### config.mk
export PLATFORM = sky130hd
export DESIGN_NAME = pcet_ctrl
export DESIGN_NICKNAME = d
export VERILOG_FILES = /design/src/rtl/pcet_pkg.sv /design/src/rtl/pcet_ctrl.sv
export SDC_FILE = /design/constraint.sdc
export NUM_CORES = 1
export LEC_CHECK = 0
export ABC_AREA = 0
export ABC_CLOCK_PERIOD_IN_PS = 1730
export BUFFER_PORTS_ARGS = -buffer_cell sky130_fd_sc_hd__buf_2
export CAP_MARGIN = 5
export CELL_PAD_IN_SITES_DETAIL_PLACEMENT = 1
export CELL_PAD_IN_SITES_GLOBAL_PLACEMENT = 2
export CORE_UTILIZATION = 28
export DETAILED_ROUTE_END_ITERATION = 8
export HOLD_SLACK_MARGIN = 0.03
export PLACE_DENSITY = 0.81
export SLEW_MARGIN = 5
export SYNTH_ARGS = -nofsm -noshare
export SYNTH_HDL_FRONTEND = slang
export SYNTH_SLANG_ARGS = --single-unit
### constraint.sdc
create_clock -name clock -period 1.73 [get_ports clock]
set_clock_uncertainty 0.1 [all_clocks]
set_input_delay 0.346 -clock clock [delete_from_list [all_inputs] [get_ports clock]]
set_output_delay 0.346 -clock clock [all_outputs]
set_load 0.005 [all_outputs]
### src/rtl/pcet_pkg.sv
// Package for the pin change event timestamper: widths, reset values and
// payload types shared by the interfaces, the controller and the datapath.
package pcet_pkg;
   localparam int FRAME_W = 64;
   localparam int TIME_W = 63;
   localparam int PERIOD_W = 32;
   localparam int OFFSET_W = 8;
   localparam int DEF_NUM_CHANNELS = 4;
   localparam logic [PERIOD_W-1:0] PERIOD_RESET = 32'd22676;

   typedef struct packed {
      logic                    load;      // capture input item
      logic                    sync_upd;  // shift sync points
      logic                    mul_start; // start interpolation multiply
      logic                    mul_step;
      logic                    div_start;
      logic                    div_step;
      logic                    base_interp; // latch interpolated time into base
      logic                    base_newer;  // latch newer sync time into base
      logic                    time_calc;   // form the frame time
      logic                    emit;        // load an event into the output stage
   } pcet_cmd_type;

   typedef struct packed {
      logic kind;
      logic block_start;
      logic span_zero;
      logic changes;     // some channel still differs
   } pcet_sts_type;
endpackage

### src/rtl/pcet_ctrl.sv
// Controller of the pin change event timestamper: sequences sync updates,
// the iterative multiply and divide, and event emission. Depends on pcet_pkg.
module pcet_ctrl (
   input  logic                   clock,
   input  logic                   reset,
   input  logic                   in_valid,
   output logic                   in_ready,
   input  logic                   out_busy,
   input  pcet_pkg::pcet_sts_type sts,
   output pcet_pkg::pcet_cmd_type cmd
);
   import pcet_pkg::*;
   localparam logic [2:0] S_IDLE = 3'd0, S_DEC = 3'd1, S_MUL = 3'd2, S_DIV = 3'd3,
                          S_BASE = 3'd4, S_TIME = 3'd5, S_EMIT = 3'd6;
   logic [2:0] state_ff, state_in;
   logic [6:0] cnt_ff, cnt_in;

   assign in_ready = (state_ff == S_IDLE);

   always_comb begin
      state_in = state_ff;
      cnt_in = cnt_ff;
      cmd = '0;
      unique case (state_ff)
         S_IDLE: begin
            if (in_valid) begin
               cmd.load = 1'b1;
               state_in = S_DEC;
            end
         end
         S_DEC: begin
            if (sts.kind) begin
               cmd.sync_upd = 1'b1;
               state_in = S_IDLE;
            end else if (!sts.block_start) begin
               state_in = S_TIME;
            end else if (sts.span_zero) begin
               cmd.base_newer = 1'b1;
               state_in = S_TIME;
            end else begin
               cmd.mul_start = 1'b1;
               cnt_in = 7'd0;
               state_in = S_MUL;
            end
         end
         S_MUL: begin
            cmd.mul_step = 1'b1;
            cnt_in = cnt_ff + 7'd1;
            if (cnt_ff == 7'd3) begin
               state_in = S_DIV;
               cnt_in = 7'd0;
            end
         end
         S_DIV: begin
            if (cnt_ff == 7'd0) cmd.div_start = 1'b1;
            else cmd.div_step = 1'b1;
            cnt_in = cnt_ff + 7'd1;
            if (cnt_ff == 7'd64) state_in = S_BASE;
         end
         S_BASE: begin
            cmd.base_interp = 1'b1;
            state_in = S_TIME;
         end
         S_TIME: begin
            cmd.time_calc = 1'b1;
            state_in = S_EMIT;
         end
         S_EMIT: begin
            if (!sts.changes) state_in = S_IDLE;
            else if (!out_busy) cmd.emit = 1'b1;
         end
         default: state_in = S_IDLE;
      endcase
   end

   always_ff @(posedge clock) begin
      if (reset) begin
         state_ff <= S_IDLE;
         cnt_ff <= '0;
      end else begin
         state_ff <= state_in;
         cnt_ff <= cnt_in;
      end
   end
endmodule

Word level (Yosys, flattened, before mapping)

Index checks and enable logic that the tools add are counted.
W data, S select, Z words.

Register bits after elaboration: 10
Bits of input ports: 8
Output and inout bits: 11
Word-level logic and storage cells: 56

$add $sub $neg: 1
Equal/unequal tests: 15
Mux-type cells: 33
Reduce and logical (&&, ||, !) cells: 5

Operator list:

| cell                  | number |
|---|---|
| $mux W7               | 4 |
| $mux W3               | 7 |
| $pmux W3 S7           | 1 |
| $pmux W7 S3           | 1 |
| $mux W1               | 18 |
| $ne A2 B2 Y1 const B  | 7 |
| $eq A3 B3 Y1 const B  | 3 |
| $reduce_and A4 Y1     | 2 |
| $add A7 B1 Y7 const B | 1 |
| $eq A7 B2 Y1 const B  | 1 |
| $eq A7 B7 Y1 const B  | 1 |
| $logic_not A7 Y1      | 1 |
| $eq A3 B2 Y1 const B  | 2 |
| $mux W2               | 2 |
| $eq A3 B1 Y1 const B  | 1 |
| $logic_not A3 Y1      | 1 |
| $reduce_bool A3 Y1    | 1 |

Depth between registers and ports, before layout

Gate-level depths: netlist (run 1).

Word-level depth: 4
Gate-level depth with buffers: 5
Gate-level depth less buffers: 5

Least setup slack after synthesis (run 1)

OpenSTA, ideal clock, no wires.

Path kind: input-to-reg
Start: input port sts[3] (netlist name)
End: register cnt_ff[5]
Setup time: 0.066 ns
Data arrival time: 1.409 ns
Data required time: 1.564 ns
Slack: 0.154 ns
Cell stages on the path: 4
Buffers on the path: 0
Cell sequence: and4bb_2 -> o21bai_4 -> or4_4 -> a21oi_2

Longest elaborated chain between the ends: 2

Ends and longest elaborated chain:

| element                            | line            | RTL |
|---|---|---|
| start: declaration                 | pcet_ctrl.sv:9  | `input pcet_pkg::pcet_sts_type sts,` |
| $ne A2 B2 Y1 (no source line)      | n/a             |  |
| $reduce_and A4 Y1 (no source line) | n/a             |  |
| end signal: assignment             | pcet_ctrl.sv:82 | `cnt_ff <= cnt_in;` |
| end: declaration                   | pcet_ctrl.sv:16 | `logic [6:0] cnt_ff, cnt_in;` |

Every way passes these cells.
A chain may end at the register's enable or synchronous reset.

==> results of run 1 <==
[sequential cells by signal, indices dropped and copies added (netlist names)]
name	count
state_ff	3
cnt_ff	7
[cells by family after synthesis]
| family | count (synthesis) | synth area share [%] |
|---|---|---|
| buffers and inverters | 9 | 5.34 |
| DFF | 10 | 29.5 |
| AOI/OAI and AO/OA | 18 | 20.8 |
| and+or+nand+nor | 39 | 32.8 |
| xor gates and xnor gates | 5 | 6.45 |
| adders and majority gates | 2 | 3.68 |
| muxes | 1 | 1.47 |
[Yosys cell counts, types with 2 or more instances]
master    instances
and3_1            3
buf_2             2
dfxtp_1          10
ha_1              2
inv_1             6
nand2_1           3
nand2b_1          2
nand3_1           4
nor2_1           13
nor2b_1           2
nor3_1            2
nor3b_1           3
o21ai_0           5
xnor2_1           2
xor2_1            3
[power by group through the flow]
stage / Combinational, mW / Clock (mW) / Sequential (mW)
floorplan: 0.125 / 0 / 0.265
global placement: 0.196 / 0 / 0.279
detailed placement: 0.201 / 0 / 0.279
CTS: 0.223 / 0.229 / 0.284
global route: 0.282 / 0.239 / 0.283
finish: 0.258 / 0.219 / 0.281
[metrics by stage]
step	cell area (um2)	std cells	worst slack [ns]
after floorplan	679	84	0.154
after global placement	858	136	0.0551
after detailed placement	858	136	-0.00146
after CTS	983	144	-0.00986
after global routing	1030	150	-0.0650
final	1030	150	0.00884
[path summary, 6_finish.rpt]
path                                                from                        to  slack [ns]  depth (start not counted)
worst min register to register    cnt_ff[1]$_SDFFE_PP0P_    cnt_ff[1]$_SDFFE_PP0P_        0.46                          2
worst min-delay path                               reset  state_ff[0]$_SDFFE_PP0P_        0.20                          2
worst max-delay path              cnt_ff[0]$_SDFFE_PP0P_                    cmd[4]       0.009                          4
worst max register to register  state_ff[0]$_SDFFE_PP0P_  state_ff[1]$_SDFFE_PP0P_        0.08                          7
[layer usage]
| layer | up-vias | track usage (%) | routed length (um) |
|---|---|---|---|
| li1 | 382 | - | - |
| met1 | 405 | 24.2 | 1110 |
| met2 | 11 | 32.2 | 1180 |
| met3 | 4 | 5.65 | 63 |
| met4 | 0 | 8.56 | 47 |
| met5 | - | 0 | 0 |
[layout make-up]
class                   count  area share (%)
clock buffers               4            3.52
well taps                  28            3.40
flip-flops and latches     10            20.6
multi-input cells          65            47.6
repair buffers             37            22.7
inverters                   6            2.18
[what timing repair did]
| action | CTS | global route |
|---|---|---|
| cloned | 0 | 1 |
| gates resized for setup | 16 | 2 |
| setup endpoints to repair | 9 | 7 |
| hold buffers | 0 | 0 |
| buffers inserted | 4 | 5 |
| pin swaps | 3 | 2 |
[worst max-delay path: stages, from the launching register on]
cell and delay, ns:
dfxtp_2 0.36, inv_1 0.07, ha_2 0.21, a31oi_2 0.21
buf_2 0.15
==> reports/results.txt, run 1 <==
Status: finished, final reports clean
Normalized max-slew margin: 78.6%
Sequential area share after synthesis: 29.5%
Root buf cell: clkbuf_4
Sw Pwr: 0.243 mW
Area taken by multi-input logic gates: 490 um2
Peak clock frequency supported by timing: 581 MHz
IR drop worst, VDD: 0.335 mV
Area inside the core boundary: 2250 um2
Part of the power in combinational logic: 34.0%
Floorplan die width: 51.3 um
Global-route wire length before repair: 3.71 mm
Part of the power in registers: 37.0%
Most common cell after layout, fill and taps aside: buf_2
Crit end category: output pin
Clock latency reported for the late side of the worst-skew pair: 0.28 ns
Number of antenna violations at the first check in global routing: 0
Clock-pin slew reported for the worst setup and hold paths after clock tree synthesis: 0.08 ns
Required arrival time at the worst endpoint: 1.28 ns
Net switching fraction of the power: 32.0%
Final setup viols: 0
Synth Area per Inst: 8.09 um2
Worst-path maximum fanout: 4
RSZ-0062 raised after global routing: true
Post-detail-place hpwl: 1.64 mm
Share of the clock period used by the worst path after layout: 99.5%
Distinct cell type count after synthesis: 37
Post-synth ARST share: 0%
Slew @ Worst Pin: 0.318 ns
Count of warnings emitted by yosys: 0
Count of filler cells inserted in the layout: 289
Routability cong.: 0.750
Initial Utilization: 30.1%
Internal power: 0.515 mW
Maximum capacitance violations: 0
Static power due to leakage: 0.481 nW
Via count: 802
Main area contributors after synthesis: dfxtp_1, nor2_1, xor2_1
FF+latch area: 213 um2
Number of global-route vias before repair: 754
Power density normalized to cell area: 735 nW/um2
Relative contribution of the clock network to total power: 29.0%
Count of flip-flops with a built-in enable after synthesis: 0
Final-layout setup total negative slack: 0 ns
Buffer depth of the longest clock path: 2
Leading register cell type out of synthesis: dfxtp_1
Flop and latch count out of synthesis: 10
Worst min-delay path category: in2reg
Maximum number of pins on one net before global-route repair: 13
Commonest non-fill, non-tap cells in the layout: buf_2, buf_4, nor2_1, inv_1, o21ai_0
Antenna violation net count after detailed routing: 0
Final max-slew violation count: 0
Final routed DRC violation total: 0
Area grow syn2layout: 51.7%
Detailed-router iteration count before antenna repair: 4
Antenna cell count: 0
Net count after synthesis: 94
Avg Vias per Cell: 5.35
Post-Synthesis Cell Area: 679 um2
End-of-flow core utilization: 45.7%
Final hold violations: 0
First DRT Iteration DRCs: 11
Port bufs: 18
Number of cell rows: 17
Io pins: 19
CTS HTree Levels: 1
Fraction of layout instances using a drive strength above 1: 48.4%
Detailed-route wire length: 2.40 mm
Combined global-route utilization of all metal layers: 19.8%
CTS tree: yes
Average wire per standard cell: 16.0 um
Worst hold slack across all endpoints: 0.201 ns
Final #Nets: 133
Die H: 51.3 um
Instance count of the mapped netlist: 84
Final Total Pwr: 0.758 mW
Total clock buffers created by CTS: 3
Type of the worst setup path: reg2out
Post-layout min period: 1.72 ns
Crit path DAT: 1.28 ns
Area of the die: 2630 um2
Total clock sinks: 10
Crit start category: register
Cell taking the most area after synthesis: dfxtp_1
Area fraction of the dominant cell type after synthesis: 29.5%
Global route overflow: 0
(Power assumes the default switching activity.)
==> inputs of run 2 (changes only) <==
ABC_CLOCK_PERIOD_IN_PS = 1600   (was 1730)
TNS_END_PERCENT = 5   (was unset)
clock period = 1.6 ns   (was 1.73 ns; I/O delays follow)
==> run 2 against run 1 <==
- the run now ends with setup timing left
- critical path type unchanged
- die area did not move
- critical path depth rose by 1
- critical endpoint is now cmd[5]
- sequential power rose by 9.3%
- first-iteration DRC count fell by 9.1%
- sequential share of layout area fell by 0.42 points
- clock power rose by 7%
- utilization rose by 2.1 points
- largest cell class unchanged
- global-route usage fell by 1.4 points
- register-to-register slack got worse by 0.06 ns
==> reports/results.txt, run 2 (same netlist as run 1, synthesis figures left out) <==
Detailed-route wire length: 2.16 mm
Crit path DAT: 1.25 ns
Crit path launch: cnt_ff[3]$_SDFFE_PP0P_
Net switching fraction of the power: 32.0%
Commonest non-fill, non-tap cells in the layout: buf_2, buf_4, nor2_1, inv_1
Antenna cell count: 0
Floorplan die width: 51.3 um
CTS hold repair buffers: 0
Number of cell rows: 17
Port bufs: 18
Status: complete, but fails checks
Initial Utilization: 30.1%
Io pins: 19
Total clock buffers created by CTS: 3
Crit path capture: cmd[5]
Type of the worst setup path: reg2out
Part of the power in registers: 37.4%
Die H: 51.3 um
Area inside the core boundary: 2250 um2
Share of the clock period used by the worst path after layout: 104%
Relative contribution of the clock network to total power: 28.6%
Clock-pin slew reported for the worst setup and hold paths after clock tree synthesis: 0.07 ns
Routability cong.: 0.779
Required arrival time at the worst endpoint: 1.18 ns
Post-layout min period: 1.67 ns
Reg-to-Reg Start: state_ff[0]$_SDFFE_PP0P_
Normalized max-slew margin: 70.2%
Largest registers: cnt_ff x7, state_ff x3
Register-to-Register Path Depth: 5
Final worst setup slack: -0.0657 ns
First DRT Iteration DRCs: 10
Static power due to leakage: 0.506 nW
Number of global-route vias before repair: 780
Average wire per standard cell: 14.4 um
Sw Pwr: 0.262 mW
Global route overflow: 0
Total clock sinks: 10
Part of the power in combinational logic: 33.9%
Avg Vias per Cell: 4.99
Final Total Pwr: 0.819 mW
CTS tree: yes
Slew @ Worst Pin: 0.442 ns
Final max-slew violation count: 0
Violations in the final reports: setup timing
Buffer depth of the longest clock path: 2
Antenna violation net count after detailed routing: 0
Crit end category: output pin
Final routed DRC violation total: 0
Most common cell after layout, fill and taps aside: buf_2
Number of antenna violations at the first check in global routing: 0
Detailed-router iteration count before antenna repair: 3
FF-to-FF End: cnt_ff[5]$_SDFFE_PP0P_
IR drop worst, VDD: 0.371 mV
Peak clock frequency supported by timing: 600 MHz
Final-layout setup total negative slack: -0.152 ns
Area grow syn2layout: 58.6%
Final setup viols: 6
Worst-path maximum fanout: 3
Maximum number of pins on one net before global-route repair: 10
Flip-flop count of the largest register after layout: 7
Top reg by flops: cnt_ff
Final #Nets: 133
Root buf cell: clkbuf_4
Power density normalized to cell area: 760 nW/um2
Fraction of layout instances using a drive strength above 1: 52.5%
Final hold violations: 0
Worst min-delay path category: in2reg
Via count: 749
CTS HTree Levels: 1
Crit start category: register
Combined global-route utilization of all metal layers: 18.4%
Clock latency reported for the late side of the worst-skew pair: 0.27 ns
Maximum capacitance violations: 0
Post-detail-place hpwl: 1.57 mm
Area of the die: 2630 um2
Internal power: 0.557 mW
Global-route wire length before repair: 3.52 mm
RSZ-0062 raised after global routing: true
Reg2reg setup slack: 0.02 ns
run 2: cell counts in the layout (fill, tap and decap cells not counted):
Identical to the previous run, type by type.
run 2: stage by stage:
| stage | area (um2) | cells | hold WS (ns) | worst slack (ns) | util [%] |
|---|---|---|---|---|---|
| after floorplan | 679 | 84 | 0.292 | 0.0502 | - |
| after global placement | 903 | 142 | 0.459 | -0.0437 | 40.1 |
| after detailed placement | 903 | 142 | 0.458 | -0.126 | 40.1 |
| after CTS | 1030 | 150 | 0.173 | -0.0674 | 45.7 |
| after global routing | 1080 | 150 | 0.180 | -0.132 | 47.8 |
| final | 1080 | 150 | 0.187 | -0.0657 | 47.8 |
run 2: worst min-delay path by stage:
| stage | endpoint | cells past startpoint | from | slack, ns |
|---|---|---|---|---|
| 3_3_place_gp | state_ff[0]$_SDFFE_PP0P_ | 2 | reset | 0.46 |
| 3_5_place_dp | state_ff[0]$_SDFFE_PP0P_ | 2 | reset | 0.46 |
| 6_report | state_ff[0]$_SDFFE_PP0P_ | 2 | reset | 0.19 |
| 2_1_floorplan | state_ff[0]$_SDFFE_PP0P_ | 1 | reset | 0.29 |
| 4_1_cts | state_ff[0]$_SDFFE_PP0P_ | 2 | reset | 0.17 |
| 5_1_grt | state_ff[0]$_SDFFE_PP0P_ | 2 | reset | 0.18 |
run 2: layout make-up:
type / instances / area, um2
flip-flops and latches: 10 / 218
inverters: 6 / 22.5
multi-input cells: 65 / 522
repair buffers: 37 / 244
fillers: 280 / 1180
clock buffers: 4 / 36.3
well taps: 28 / 35.0
run 2: what timing repair did:
item / CTS / global route
cloned: 0 / 0
hold endpoints to repair: 0 / 0
pin swaps: 5 / 3
resized for setup: 17 / 12
buffers inserted: 4 / 0
setup endpoints to repair: 14 / 15
run 2: worst max-delay path: stages (launching register included):
cell and delay [ns]:
dfxtp_2 0.34, nor3_4 0.24, buf_6 0.13, nand3_1 0.06, nor2_1 0.08, buf_2 0.11
run 2: metal layers:
layer  track usage, %  up-vias  share of wire, %
met4             6.76        0              0.88
met5                0        -                 0
met2             31.1        7                51
met1             22.5      360                47
met3             4.46        2               1.4
li1                 -      380                 -
run 2: power groups by stage:
stage | sequential [mW] | clock [mW] | combinational [mW]
finish | 0.307 | 0.235 | 0.278
global route | 0.311 | 0.260 | 0.306
CTS | 0.301 | 0.239 | 0.260
detailed placement | 0.301 | 0 | 0.226
global placement | 0.301 | 0 | 0.219
floorplan | 0.286 | 0 | 0.135
==> inputs of run 3 (changes only) <==
ABC_CLOCK_PERIOD_IN_PS = 1350   (was 1600)
CELL_PAD_IN_SITES_DETAIL_PLACEMENT = 2   (was 1)
CORE_UTILIZATION = 25   (was 28)
PLACE_DENSITY = 0.77   (was 0.81)
clock period = 1.35 ns   (was 1.6 ns; I/O delays follow)
==> run 3 against run 2 <==
- the flow still finishes with violations (setup timing)
- first-iteration DRC count grew 10%
- via count grew 14%
- non-clock buffer count grew 9
- count of clock-buffer cells in the layout is the same
- critical path type unchanged
- largest power group is now combinational logic
==> reports/results.txt, run 3 (same netlist as run 1, synthesis figures left out) <==
Average wire per standard cell: 19.5 um
Final routed DRC violation total: 0
Final #Nets: 142
IR drop worst, VDD: 0.502 mV
Number of global-route vias before repair: 853
Slowest stage cell, crit path: dfxtp_4
Area inside the core boundary: 2520 um2
Crit path capture: cmd[4]
Commonest non-fill, non-tap cells in the layout: buf_4, buf_2, nor2_1, buf_6, dfxtp_2
Required arrival time at the worst endpoint: 0.98 ns
Combined global-route utilization of all metal layers: 22.1%
Normalized max-slew margin: 81.5%
Avg Vias per Cell: 5.30
Worst-path maximum fanout: 4
Sum of buffers and inverters on the critical path: 2
Antenna violation net count after detailed routing: 0
Final setup viols: 21
Io pins: 19
Reg-to-Reg Start: cnt_ff[4]$_SDFFE_PP0P_
Detailed-router iteration count before antenna repair: 4
Type of the worst setup path: reg2out
Routability cong.: 0.681
Final hold violations: 0
Initial Utilization: 26.9%
Worst-path cell chain: buf_6, nand3b_1, a31oi_1, buf_2
Peak clock frequency supported by timing: 583 MHz
Port bufs: 18
Most common cell after layout, fill and taps aside: buf_4
Antenna cell count: 0
Number of antenna violations at the first check in global routing: 0
Largest registers: cnt_ff x7, state_ff x3
Logic depth of the worst setup path including buffers: 4
CTS HTree Levels: 1
Global-route wire length before repair: 4.31 mm
Post-detail-place hpwl: 2.08 mm
Fraction of layout instances using a drive strength above 1: 62.6%
Share of the clock period used by the worst path after layout: 127%
Number of cell rows: 18
Worst min-delay path category: in2reg
Total clock sinks: 10
CTS hold repair buffers: 0
Status: complete, but fails checks
Crit path DAT: 1.34 ns
Post-layout min period: 1.71 ns
Kind of cell adding the most delay to the critical path: flip-flops
Area of the die: 2930 um2
FF-to-FF End: state_ff[1]$_SDFFE_PP0P_
Final max-slew violation count: 0
Reg2reg setup slack: -0.29 ns
CTS tree: yes
Root buf cell: clkbuf_4
Crit start category: register
Clock-pin slew reported for the worst setup and hold paths after clock tree synthesis: 0.08 ns
Maximum capacitance violations: 0
Power density normalized to cell area: 895 nW/um2
Top reg by flops: cnt_ff
Clock latency reported for the late side of the worst-skew pair: 0.28 ns
Static power due to leakage: 0.554 nW
Die H: 54.1 um
First DRT Iteration DRCs: 11
Area grow syn2layout: 78.5%
Stage delay of the slowest cell on the critical path: 0.38 ns
Total clock buffers created by CTS: 3
End-of-flow core utilization: 48.1%
Crit end category: output pin
Flip-flop count of the largest register after layout: 7
Violations in the final reports: setup timing
Detailed-route wire length: 3.14 mm
Crit path launch: state_ff[0]$_SDFFE_PP0P_
Slew @ Worst Pin: 0.275 ns
Floorplan die width: 54.1 um
Maximum number of pins on one net before global-route repair: 8
Buffer depth of the longest clock path: 2
Register-to-Register Path Depth: 6
Global route overflow: 0
Final worst setup slack: -0.364 ns
Final design instance area without fill: 1210 um2
Dpl cell area: 976 um2
RSZ-0062 raised after global routing: true
Via count: 854
-- run 3: changes by cell type in the layout (fill, tap and decap cells not counted), moves of 2 or more --
| cell | delta |
|---|---|
| buf_4 | +5 |
| buf_6 | +4 |
| nor2_1 | -4 |
| o21ai_0 | -3 |
| o21ai_1 | +3 |
| nand3_1 | -2 |
| nand3_4 | +2 |
| nor2_2 | +2 |
| nor2_4 | +2 |
-- run 3: how the worst min path moves through the flow --
stage          start                       end  depth (start not counted)
6_report       reset  state_ff[0]$_SDFFE_PP0P_                          2
3_3_place_gp   reset  state_ff[0]$_SDFFE_PP0P_                          2
4_1_cts        reset  state_ff[0]$_SDFFE_PP0P_                          2
2_1_floorplan  reset  state_ff[0]$_SDFFE_PP0P_                          1
5_1_grt        reset  state_ff[0]$_SDFFE_PP0P_                          2
3_5_place_dp   reset  state_ff[0]$_SDFFE_PP0P_                          2
-- run 3: through the flow --
step	setup slack (ns)	setup TNS (ns)	total power, mW	hold WS [ns]	cells
3_5_place_dp	-0.234	-2.12	0.678	0.421	152
3_3_place_gp	-0.164	-1.21	0.658	0.413	152
6_report	-0.364	-4.38	1.09	0.147	161
2_1_floorplan	-0.0460	-0.0928	0.500	0.242	84
5_1_grt	-0.462	-5.45	1.14	0.141	161
4_1_cts	-0.272	-3.72	1.04	0.129	159
-- run 3: where the power goes --
part | leakage [nW] | switching [mW] | internal (mW)
Clock | 0.0210 | 0.130 | 0.164
Combinational | 0.447 | 0.218 | 0.222
Sequential | 0.0862 | 0.0323 | 0.320
-- run 3: final cells by class --
cell class | count | area (um2)
Sequential cell | 10 | 219
Multi-Input combinational cell | 65 | 568
Tap cell | 30 | 37.5
Inverter | 6 | 25.0
Clock buffer | 4 | 36.3
Timing Repair Buffer | 46 | 327
Fill cell | 277 | 1310
-- run 3: metal layers --
layer  up-vias  part of all wire (%)  wire [um]  global-route usage [%]
met1       429                    45       1430                    25.3
met5         -                     0          0                       0
met2        16                    50       1560                    39.6
met4         0                   2.4         76                    8.12
met3         9                   2.3         71                    4.52
li1        400                     -          -                       -
-- run 3: what timing repair did --
action	in CTS	in global routing
setup endpoints to repair	21	21
pin swaps	10	5
resized for setup	31	16
buffers inserted	3	2
